File: src/hw/rtl/pdi_pkg.sv
// Shared types and constants for the two-wire link bit engine.
// No dependencies; imported by every RTL module of the block.
package pdi_pkg;

    localparam int unsigned BREAK_BITS   = 12;
    localparam int unsigned TURN_BITS    = 2;
    localparam int unsigned FRAME_BITS   = 12;  // start, 8 data, parity, 2 stop
    localparam int unsigned RX_DATA_BITS = 8;
    localparam int unsigned TIMEOUT_W    = 12;

    // Request codes
    localparam logic [2:0] REQ_SEND   = 3'd0;
    localparam logic [2:0] REQ_RECV   = 3'd1;
    localparam logic [2:0] REQ_BREAK  = 3'd2;
    localparam logic [2:0] REQ_IDLE   = 3'd3;
    localparam logic [2:0] REQ_RESYNC = 3'd4;

    // Completion status codes
    localparam logic [1:0] ST_OK      = 2'd0;
    localparam logic [1:0] ST_PARITY  = 2'd1;
    localparam logic [1:0] ST_FRAME   = 2'd2;
    localparam logic [1:0] ST_TIMEOUT = 2'd3;

    // Resync sequence stages
    localparam logic [2:0] RS_NONE   = 3'd0;
    localparam logic [2:0] RS_TURN   = 3'd1;
    localparam logic [2:0] RS_BRK1   = 3'd2;
    localparam logic [2:0] RS_IDLE1  = 3'd3;
    localparam logic [2:0] RS_BRK2   = 3'd4;
    localparam logic [2:0] RS_IDLE2  = 3'd5;

    localparam logic [7:0] RS_IDLE1_BITS = 8'd2;
    localparam logic [7:0] RS_IDLE2_BITS = 8'd4;

    // Configuration register addresses (word index)
    localparam logic REG_START_TIMEOUT = 1'b0;
    localparam logic [TIMEOUT_W-1:0] START_TIMEOUT_RST = 12'd256;

    typedef enum logic [10:0] {
        PH_IDLE    = 11'b000_0000_0001,
        PH_TURN_TX = 11'b000_0000_0010,
        PH_TX      = 11'b000_0000_0100,
        PH_TURN_RX = 11'b000_0000_1000,
        PH_HUNT    = 11'b000_0001_0000,
        PH_RXD     = 11'b000_0010_0000,
        PH_RXPAR   = 11'b000_0100_0000,
        PH_RXS1    = 11'b000_1000_0000,
        PH_RXS2    = 11'b001_0000_0000,
        PH_BRK     = 11'b010_0000_0000,
        PH_IDLEB   = 11'b100_0000_0000
    } phase_t;

    typedef struct packed {
        logic                 driving;
        logic                 driven_level;
        phase_t               phase;
        logic [3:0]           bit_index;
        logic [TIMEOUT_W-1:0] wait_counter;
        logic [7:0]           shift_byte;
        logic                 parity_accum;
        logic [7:0]           idle_remaining;
        logic                 rx_parity_bit;
        logic                 stops_good;
        logic [2:0]           resync_stage;
    } eng_state_t;

    // Result word, lowest field last
    typedef struct packed {
        logic [1:0] status;
        logic [7:0] rx_data;
        logic       done_res;
        logic       ready_res;
        logic       data_level;
        logic       data_drive;
        logic       clk_active;
    } eng_result_t;

    localparam eng_state_t STATE_RST = '{
        driving:        1'b0,
        driven_level:   1'b1,
        phase:          PH_IDLE,
        bit_index:      4'd0,
        wait_counter:   '0,
        shift_byte:     8'd0,
        parity_accum:   1'b0,
        idle_remaining: 8'd0,
        rx_parity_bit:  1'b0,
        stops_good:     1'b1,
        resync_stage:   RS_NONE
    };

endpackage

File: src/hw/rtl/pdi_link_bit_engine.sv
// Top level of the two-wire link bit engine: stream ports, APB register,
// state and result registers. Depends on pdi_pkg and pdi_step.
//
//  channel   | group                 | moves                         | per word
//  ----------+-----------------------+-------------------------------+-------------
//  command   | s_tvalid/tready/tdata | one link period + command     | 1 period
//            | s_tuser               | cmd_valid, req_type           |
//  line      | m_tvalid/tready/tdata | pin levels, done, rx byte     | 1 period
//  config    | APB (psel..prdata)    | start_timeout at byte addr 0  | setup, access
//
// Flow: one word in, one word out; the result is valid in the cycle after the
// word is taken, through the result register. All the period's work runs in
// pdi_step between the engine state register and the result register, so a word can enter every cycle.
// Stalls: s_tready is high when the result register is empty or being taken
// in the same cycle; a stalled result holds off the next word until it leaves.
// Reset: rst_n clears the engine to idle with the line released, level high,
// and start_timeout back to 256.
module pdi_link_bit_engine (
    input  logic        clk,
    input  logic        rst_n,
    // command stream
    input  logic        s_tvalid,
    output logic        s_tready,
    input  logic [23:0] s_tdata,   // [7:0] tx_byte, [15:8] idle_count, [16] data_in
    input  logic [3:0]  s_tuser,   // [0] cmd_valid, [3:1] req_type
    // result stream
    output logic        m_tvalid,
    input  logic        m_tready,
    output logic [15:0] m_tdata,   // [0] clk_active, [1] data_drive, [2] data_level,
                                   // [3] ready_res, [4] done_res, [12:5] rx_data,
                                   // [14:13] status
    // configuration
    input  logic        psel,
    input  logic        penable,
    input  logic        pwrite,
    input  logic [2:0]  paddr,
    input  logic [31:0] pwdata,
    output logic [31:0] prdata,
    output logic        pready
);
    import pdi_pkg::*;

    eng_state_t           st_reg;
    eng_state_t           st_next;
    eng_result_t          res_reg;
    eng_result_t          res_next;
    logic                 out_valid_reg;
    logic [TIMEOUT_W-1:0] timeout_reg;
    logic                 in_take;
    logic                 cfg_wr;

    // ---------------- configuration ----------------
    assign pready = 1'b1;
    assign cfg_wr = psel && penable && pwrite && pready && (paddr[2] == REG_START_TIMEOUT);
    assign prdata = (paddr[2] == REG_START_TIMEOUT) ? {20'd0, timeout_reg} : 32'd0;

    always_ff @(posedge clk or negedge rst_n)
    begin
        if (!rst_n)
            timeout_reg <= START_TIMEOUT_RST;
        else if (cfg_wr)
            timeout_reg <= pwdata[TIMEOUT_W-1:0];
    end

    // ---------------- one link period ----------------
    pdi_step u_step (
        .st            (st_reg),
        .start_timeout (timeout_reg),
        .cmd_valid     (s_tuser[0]),
        .req_type      (s_tuser[3:1]),
        .tx_byte       (s_tdata[7:0]),
        .idle_count    (s_tdata[15:8]),
        .data_in       (s_tdata[16]),
        .st_next       (st_next),
        .res           (res_next)
    );

    // Take a word when the result slot is free or drains this cycle.
    assign s_tready = !out_valid_reg || m_tready;
    assign in_take  = s_tvalid && s_tready;

    always_ff @(posedge clk or negedge rst_n)
    begin
        if (!rst_n)
        begin
            st_reg        <= STATE_RST;
            out_valid_reg <= 1'b0;
        end
        else
        begin
            if (in_take)
                st_reg <= st_next;
            if (in_take)
                out_valid_reg <= 1'b1;
            else if (m_tready)
                out_valid_reg <= 1'b0;
        end
    end

    // payload register, no reset needed
    always_ff @(posedge clk)
    begin
        if (in_take)
            res_reg <= res_next;
    end

    assign m_tvalid = out_valid_reg;
    assign m_tdata  = {1'b0, res_reg};

endmodule

File: src/hw/rtl/pdi_step.sv
// One link clock period of the bit engine: next state and result word.
// Pure combinational; depends on pdi_pkg.
module pdi_step (
    input  pdi_pkg::eng_state_t  st,
    input  logic [11:0]          start_timeout,
    input  logic                 cmd_valid,
    input  logic [2:0]           req_type,
    input  logic [7:0]           tx_byte,
    input  logic [7:0]           idle_count,
    input  logic                 data_in,
    output pdi_pkg::eng_state_t  st_next,
    output pdi_pkg::eng_result_t res
);
    import pdi_pkg::*;

    eng_state_t           w;
    eng_result_t          r;
    logic                 run;
    logic                 fin;
    logic                 drv;
    logic                 b;
    logic [2:0]           sel;
    logic [TIMEOUT_W-1:0] wc_inc;
    logic [TIMEOUT_W-1:0] lim;

    always_comb
    begin
        w   = st;
        r   = '0;
        r.data_drive = st.driving;
        r.data_level = st.driven_level;
        run = 1'b0;
        fin = 1'b0;
        drv = 1'b0;
        b   = 1'b1;
        sel = 3'd0;
        wc_inc = '0;
        lim    = '0;

        // command pickup while idle
        if (st.phase == PH_IDLE)
        begin
            if (cmd_valid && (req_type <= REQ_RESYNC))
            begin
                w.bit_index    = 4'd0;
                w.resync_stage = RS_NONE;
                priority if (req_type == REQ_SEND)
                begin
                    w.shift_byte   = tx_byte;
                    w.parity_accum = 1'b0;
                    w.phase        = st.driving ? PH_TX : PH_TURN_TX;
                    run            = 1'b1;
                end
                else if (req_type == REQ_RECV)
                begin
                    w.wait_counter = '0;
                    w.phase        = st.driving ? PH_TURN_RX : PH_HUNT;
                    run            = 1'b1;
                end
                else if (req_type == REQ_BREAK)
                begin
                    w.phase = PH_BRK;
                    run     = 1'b1;
                end
                else if (req_type == REQ_IDLE)
                begin
                    if (idle_count == 8'd0)
                        r.done_res = 1'b1;
                    else
                    begin
                        w.idle_remaining = idle_count;
                        w.phase          = PH_IDLEB;
                        run              = 1'b1;
                    end
                end
                else
                begin
                    if (st.driving)
                    begin
                        w.resync_stage = RS_BRK1;
                        w.phase        = PH_BRK;
                    end
                    else
                    begin
                        w.resync_stage = RS_TURN;
                        w.phase        = PH_TURN_TX;
                    end
                    run = 1'b1;
                end
            end
        end
        else
            run = 1'b1;

        if (run)
        begin
            // sampling phases by default show the held line state
            r.clk_active = 1'b1;
            r.data_drive = w.driving;
            r.data_level = w.driven_level;
            unique case (w.phase)
                PH_TURN_TX:
                begin
                    b   = 1'b1;
                    drv = 1'b1;
                    w.bit_index = w.bit_index + 4'd1;
                    if (w.bit_index >= 4'(TURN_BITS))
                    begin
                        w.bit_index = 4'd0;
                        if (w.resync_stage == RS_TURN)
                        begin
                            w.resync_stage = RS_BRK1;
                            w.phase        = PH_BRK;
                        end
                        else
                        begin
                            w.parity_accum = 1'b0;
                            w.phase        = PH_TX;
                        end
                    end
                    w.driving = 1'b1;
                end
                PH_TX:
                begin
                    drv = 1'b1;
                    sel = w.bit_index[2:0] - 3'd1;
                    if (w.bit_index == 4'd0)
                        b = 1'b0;
                    else if (w.bit_index <= 4'd8)
                    begin
                        b = w.shift_byte[sel];
                        w.parity_accum = w.parity_accum ^ b;
                    end
                    else if (w.bit_index == 4'd9)
                        b = w.parity_accum;
                    else
                        b = 1'b1;
                    w.bit_index = w.bit_index + 4'd1;
                    if (w.bit_index >= 4'(FRAME_BITS))
                        fin = 1'b1;
                    w.driving = 1'b1;
                end
                PH_TURN_RX:
                begin
                    b   = 1'b1;
                    drv = 1'b1;
                    w.driving   = 1'b1;
                    w.bit_index = w.bit_index + 4'd1;
                    if (w.bit_index >= 4'(TURN_BITS))
                    begin
                        w.driving      = 1'b0;
                        w.bit_index    = 4'd0;
                        w.wait_counter = '0;
                        w.phase        = PH_HUNT;
                    end
                end
                PH_HUNT:
                begin
                    if (!data_in)
                    begin
                        w.phase        = PH_RXD;
                        w.bit_index    = 4'd0;
                        w.shift_byte   = 8'd0;
                        w.parity_accum = 1'b0;
                    end
                    else
                    begin
                        lim    = (start_timeout == '0) ? TIMEOUT_W'(1) : start_timeout;
                        wc_inc = w.wait_counter + TIMEOUT_W'(1);
                        w.wait_counter = wc_inc;
                        if ((wc_inc >= lim) || (wc_inc == '0))
                        begin
                            w.wait_counter = '0;
                            r.status       = ST_TIMEOUT;
                            fin            = 1'b1;
                        end
                    end
                end
                PH_RXD:
                begin
                    w.shift_byte[w.bit_index[2:0]] = w.shift_byte[w.bit_index[2:0]] | data_in;
                    w.parity_accum = w.parity_accum ^ data_in;
                    w.bit_index    = w.bit_index + 4'd1;
                    if (w.bit_index >= 4'(RX_DATA_BITS))
                    begin
                        w.bit_index = 4'd0;
                        w.phase     = PH_RXPAR;
                    end
                end
                PH_RXPAR:
                begin
                    w.rx_parity_bit = data_in;
                    w.phase         = PH_RXS1;
                end
                PH_RXS1:
                begin
                    w.stops_good = data_in;
                    w.phase      = PH_RXS2;
                end
                PH_RXS2:
                begin
                    // parity error takes precedence over a bad stop bit
                    if (w.rx_parity_bit != w.parity_accum)
                        r.status = ST_PARITY;
                    else if (!(w.stops_good && data_in))
                        r.status = ST_FRAME;
                    else
                        r.rx_data = w.shift_byte;
                    fin = 1'b1;
                end
                PH_BRK:
                begin
                    b   = 1'b0;
                    drv = 1'b1;
                    w.driving   = 1'b1;
                    w.bit_index = w.bit_index + 4'd1;
                    if (w.bit_index >= 4'(BREAK_BITS))
                    begin
                        w.bit_index = 4'd0;
                        if (w.resync_stage == RS_BRK1)
                        begin
                            w.resync_stage   = RS_IDLE1;
                            w.idle_remaining = RS_IDLE1_BITS;
                            w.phase          = PH_IDLEB;
                        end
                        else if (w.resync_stage == RS_BRK2)
                        begin
                            w.resync_stage   = RS_IDLE2;
                            w.idle_remaining = RS_IDLE2_BITS;
                            w.phase          = PH_IDLEB;
                        end
                        else
                            fin = 1'b1;
                    end
                end
                PH_IDLEB:
                begin
                    b   = 1'b1;
                    drv = 1'b1;
                    w.driving        = 1'b1;
                    w.idle_remaining = w.idle_remaining - 8'd1;
                    if (w.idle_remaining == 8'd0)
                    begin
                        if (w.resync_stage == RS_IDLE1)
                        begin
                            w.resync_stage = RS_BRK2;
                            w.bit_index    = 4'd0;
                            w.phase        = PH_BRK;
                        end
                        else
                            fin = 1'b1;
                    end
                end
                default:
                begin
                    r.clk_active = 1'b0;
                    w.phase      = PH_IDLE;
                end
            endcase

            // driving phases put the new bit on the line
            if (drv)
            begin
                w.driven_level = b;
                r.data_drive   = 1'b1;
                r.data_level   = b;
            end

            if (fin)
            begin
                r.done_res     = 1'b1;
                w.phase        = PH_IDLE;
                w.bit_index    = 4'd0;
                w.resync_stage = RS_NONE;
            end
        end

        r.ready_res = (w.phase == PH_IDLE);
        st_next = w;
        res     = r;
    end

endmodule

File: config.mk
export PLATFORM = sky130hd
export DESIGN_NAME = pdi_link_bit_engine
export DESIGN_NICKNAME = d
export VERILOG_FILES = /design/src/hw/rtl/pdi_pkg.sv /design/src/hw/rtl/pdi_link_bit_engine.sv /design/src/hw/rtl/pdi_step.sv
export SDC_FILE = /design/constraint.sdc
export NUM_CORES = 1
export LEC_CHECK = 0
export BUFFER_PORTS_ARGS = -buffer_cell sky130_fd_sc_hd__buf_2
export CORE_MARGIN = 2
export CORE_UTILIZATION = 40
export CTS_CLUSTER_DIAMETER = 50
export DETAILED_ROUTE_END_ITERATION = 16
export PLACE_DENSITY_LB_ADDON = 0.08
export SYNTH_ARGS = -nofsm -noshare
export SYNTH_HDL_FRONTEND = slang
export SYNTH_HIERARCHICAL = 1
export SYNTH_SLANG_ARGS = --single-unit
File: constraint.sdc
create_clock -name clk -period 5.45 [get_ports clk]
set_input_delay 0.545 -clock clk [delete_from_list [all_inputs] [get_ports clk]]
set_output_delay 0.545 -clock clk [all_outputs]
set_load 0.02 [all_outputs]
# Word level (Yosys, flattened, before mapping)
# Cells that the tools add are included.
# word_totals
reg_bits	79
out_inout_bits	51
wordCells	205
input_bits	70
# op_classes
bitwise	7
reduce_logical	27
eq_ne	21
addsub	4
order_cmp	9
muxes	117
# ops
operator	count
two-way mux 15 bit	7
case mux 11 bit (9 select lines)	1
two-way mux 44 bit	2
two-way mux 11 bit	7
two-way mux 12 bit	6
two-way mux 8 bit	8
two-way mux 49 bit	1
two-way mux 3 bit	16
two-way mux 1 bit	43
case mux 8 bit (2 select lines)	2
case mux 4 bit (7 select lines)	1
two-way mux 27 bit	1
zero test 12 bit	2
case mux 12 bit (2 select lines)	1
== test 11 x 1 -> 1 bit, second input constant	2
two-way mux 10 bit	2
two-way mux 9 bit	2
zero test 8 bit	2
adder 12 x 1 -> 12 bit, second input constant	1
== test 3 x 2 -> 1 bit, second input constant	4
>= comparator 12 bit	1
two-way mux 2 bit	6
AND reduction 3 bit	4
== test 11 x 10 -> 1 bit, second input constant	1
other kinds (44)	62

# Depth between registers and ports, before layout
# depth
word_depth	18
ltp_mapped	24
mapped_depth_nobuf	19

# Hierarchy
# The synthesis kept the hierarchy.
# modules_own_cells
mod	instances	cells_each	seq_area_each_um2	area_per_inst_um2
pdi_step	1	550	0.0	3462.1
pdi_link_bit_engine	1	190	2057.0	3328.2

# Worst setup path before layout
# OpenSTA, ideal clock, no wires.
# synth_timing
path_kind	register to register
startpoint	reg st_reg[38] (netlist name)
endpoint	reg st_reg[37] (netlist name)
path_slack_ps	335
setup_time_ps	64
required_ps	5386
t_arrival_ps	5051
synth_period_minus_slack_ps	5115
stages_incl_launch_ff	22
n_path_buf	4
cell_sequence	dfstp_2 or3b_2 clkbuf_1 nor4_2 clkbuf_1 nor2b_1 ha_1 clkbuf_1 nand4_1 o21ai_0 a21oi_1 ha_1 and2_0 a221oi_1 o221ai_1 a221oi_1 a21o_1 o2111a_1 buf_6 nand2_1 o32ai_1 mux2_4
# synth_lines
element	line_no	rtl
start: declaration	pdi_link_bit_engine.sv:43	eng_state_t st_reg;
start signal: assignment	pdi_link_bit_engine.sv:92	st_reg <= st_next;

==> results.json <==
{
  "status": "finished, final reports clean",
  "crit_path_max_fanout": 7,
  "maxCapViolations": 0,
  "r2r-start": "st_reg[38]",
  "maxSlewHeadroom_pct": 31.9,
  "diodes": 0,
  "vias": 6065,
  "setup_slack_ps": 328,
  "hold_path_class": "in2async",
  "cts_tree": "built",
  "timing.rr.end": "st_reg[40]",
  "ys_seq_elements": 79,
  "synth_top_area_cell": "dfrtp_1",
  "cp.required_ps": 5730,
  "reg2reg_depth": 18,
  "utilization_pct": 46.5,
  "grt_use_met1_pct": 28.8,
  "hold_slack_ps": 394,
  "layout_common_cells": "buf_2, nand2_1, dfrtp_1, nor2_1, mux2_4",
  "ctsHoldBuffers": 0,
  "start_util_pct": 40.9,
  "worst-setup-path-type": "reg2reg",
  "place_area_mm2": 0.00738,
  "grt_pass1_wl_mm": 31.8,
  "cts_root_buf": "clkbuf_16",
  "drt_iter0_markers": 402,
  "grt_max_degree": 65,
  "area_growth_pct": 13.5,
  "worst-r2r-setup-slack_ps": 330,
  "finalPower_mw": 2.55,
  "use_met2_pct": 37.0,
  "worstSkewPairLatency_ps": 350,
  "syn_area_per_cell_um2": 9.18,
  "placedCellCount": 1025,
  "p_switching_mw": 0.946,
  "layout_commonest_cell": "buf_2",
  "fmax_mhz": 195,
  "final_cells": 1041,
  "route.antenna.remaining_nets": 0,
  "synthArstFlopShare_pct": 81.0,
  "routed_wl_mm": 19.5,
  "cts_buffers": 9,
  "grt_usage_pct": 22.2,
  "synthFlopType": "dfrtp_1",
  "drive_gt1_share_pct": 25.8,
  "drv_slew": 0,
  "period_needed_ps": 5120,
  "swShare_pct": 37.1,
  "finalCritPeriodShare_pct": 94.0,
  "cts_max_level": 3,
  "finalSetupTns_ps": 0,
  "ys_seq_area_share_pct": 30.3,
  "antenna_found_initial": 0,
  "top_usage_layer": "met2",
  "yosysWarnings": 6,
  "num_io_pins": 121,
  "dp_hpwl_mm": 14.6,
  "core_mm2": 0.0166,
  "wl_per_cell_um": 18.8,
  "p_per_area_mw_per_mm2": 330,
  "worstMarginPinSlew_ps": 1010,
  "cp-startpoint": "st_reg[38]",
  "synthCells": 740,
  "grt_pass1_vias": 6025,
  "path_clk_slew_ps": 60,
  "row_count": 47,
  "chipHeight_um": 134,
  "grtUsageMet3_pct": 3.17,
  "pwr-share-seq_pct": 33.1,
  "critPathCaptureType": "flip-flop",
  "die_area_mm2": 0.0180,
  "synthDominantCellAreaShare_pct": 22.1,
  "place_ws_ps": 170,
  "grt_remaining_overflow": 0,
  "portBuffers": 69,
  "vias_per_cell": 5.83,
  "power_frac_comb_pct": 40.9,
  "clk_path_buf_depth": 2,
  "place.gp.congestion": 0.880,
  "synthTopCellsByArea": "dfrtp_1, mux2_4, edfxtp_1",
  "fp.dieW_um": 134,
  "drc": 0,
  "setup_violations": 0,
  "largest_register_ffs": 51,
  "arrival_ps": 5410,
  "cts_sinks": 79,
  "internal_power_mw": 1.60,
  "fin_skew_ps": 11.5,
  "worst_setup_path_start_kind": "flip-flop",
  "synth_cell_types": 78,
  "fin_area_mm2": 0.00771,
  "nets": 906,
  "dr.pass1.iters": 5,
  "p_leak_nw": 3.45,
  "vdd_drop_max_uv": 166,
  "synth_edf_count": 15,
  "pwr-share-clk_pct": 26.0,
  "syn_area_mm2": 0.00679,
  "hold_viol_final": 0
}
-- critical path, stage by stage, from the launching register on --
cell,delay [ps]
dfstp_2,590
or3b_2,510
nor4_4,380
nor2b_1,170
ha_1,290
nand4_1,170
o21ai_0,140
a21oi_1,230
ha_1,260
and2_0,170
a221oi_2,290
o21ai_0,180
a221oi_1,350
buf_4,180
a21o_1,190
o2111a_1,220
nand2_1,200
nor3_1,330
mux2_4,200
-- final cells by class --
class / instances / area [µm²]
clock buffer: 12 / 278
fill: 1672 / 8870
multi-input combinational: 598 / 4360
timing repair buffer: 103 / 601
inverter: 25 / 93.8
sequential: 79 / 2060
clock inverter: 4 / 50.0
tap: 220 / 275
-- synthesized netlist by cell type (all sizes together), types with 6 or more instances --
library cell,instances
nor3b,7
mux2,67
nand3,30
or3,15
o21ai,39
xnor2,16
nand2,63
edfxtp,15
buf,34
a21oi,41
clkbuf,24
or4,6
dfrtp,60
o22ai,15
ha,20
xor2,6
nor2,55
nor3,22
nand4,15
inv,25
a22o,10
nor4,15
mux2i,14
nor2b,27
nand3b,8
-- power by group through the flow --
stage                     combinational (mW)  sequential [mW]  clock [mW]
after detailed placement                1.03            0.849           0
after global placement                  1.01            0.849           0
after global routing                    1.15            0.861       0.710
final                                   1.04            0.842       0.663
after CTS                               1.03            0.841       0.686
after floorplan                        0.810            0.814           0
-- worst max path at each step --
| stage | end | cells past startpoint | slack (ps) |
|---|---|---|---|
| floorplan | st_reg[37] | 21 | 340 |
| global placement | st_reg[40] | 21 | 310 |
| detailed placement | st_reg[40] | 19 | 170 |
| CTS | st_reg[40] | 18 | 180 |
| global route | st_reg[40] | 18 | -3 |
| finish | st_reg[40] | 18 | 330 |
-- per-layer routing --
metal	vias up	part of all wire (%)
met1	2952	44
met5	-	0
met3	45	4.3
met4	0	3.3
li1	2869	-
met2	199	48
-- kinds of logic (layout without fill, tap and decap cells) --
| group | after synthesis | count (layout) | synth area share (%) |
|---|---|---|---|
| and+or+nand+nor | 293 | 293 | 24.4 |
| xor gates and xnor gates | 22 | 22 | 2.84 |
| buffers and inverters | 83 | 144 | 6.89 |
| AOI/OAI and AO/OA | 158 | 158 | 15.3 |
| other | 2 | 22 | 0.111 |
| muxes | 83 | 83 | 16.5 |
| DFF | 79 | 79 | 30.3 |
| adders and majority gates | 20 | 20 | 3.69 |
-- timing repair --
| item | 4_1_cts | 5_1_grt |
|---|---|---|
| endpoints found under the setup margin | 0 | 8 |
| setup buffers | 0 | 0 |
| hold endpoints to repair | 0 | 0 |
| resized for setup | 0 | 1 |
Note: power is estimated with default switching activity, not from simulation.
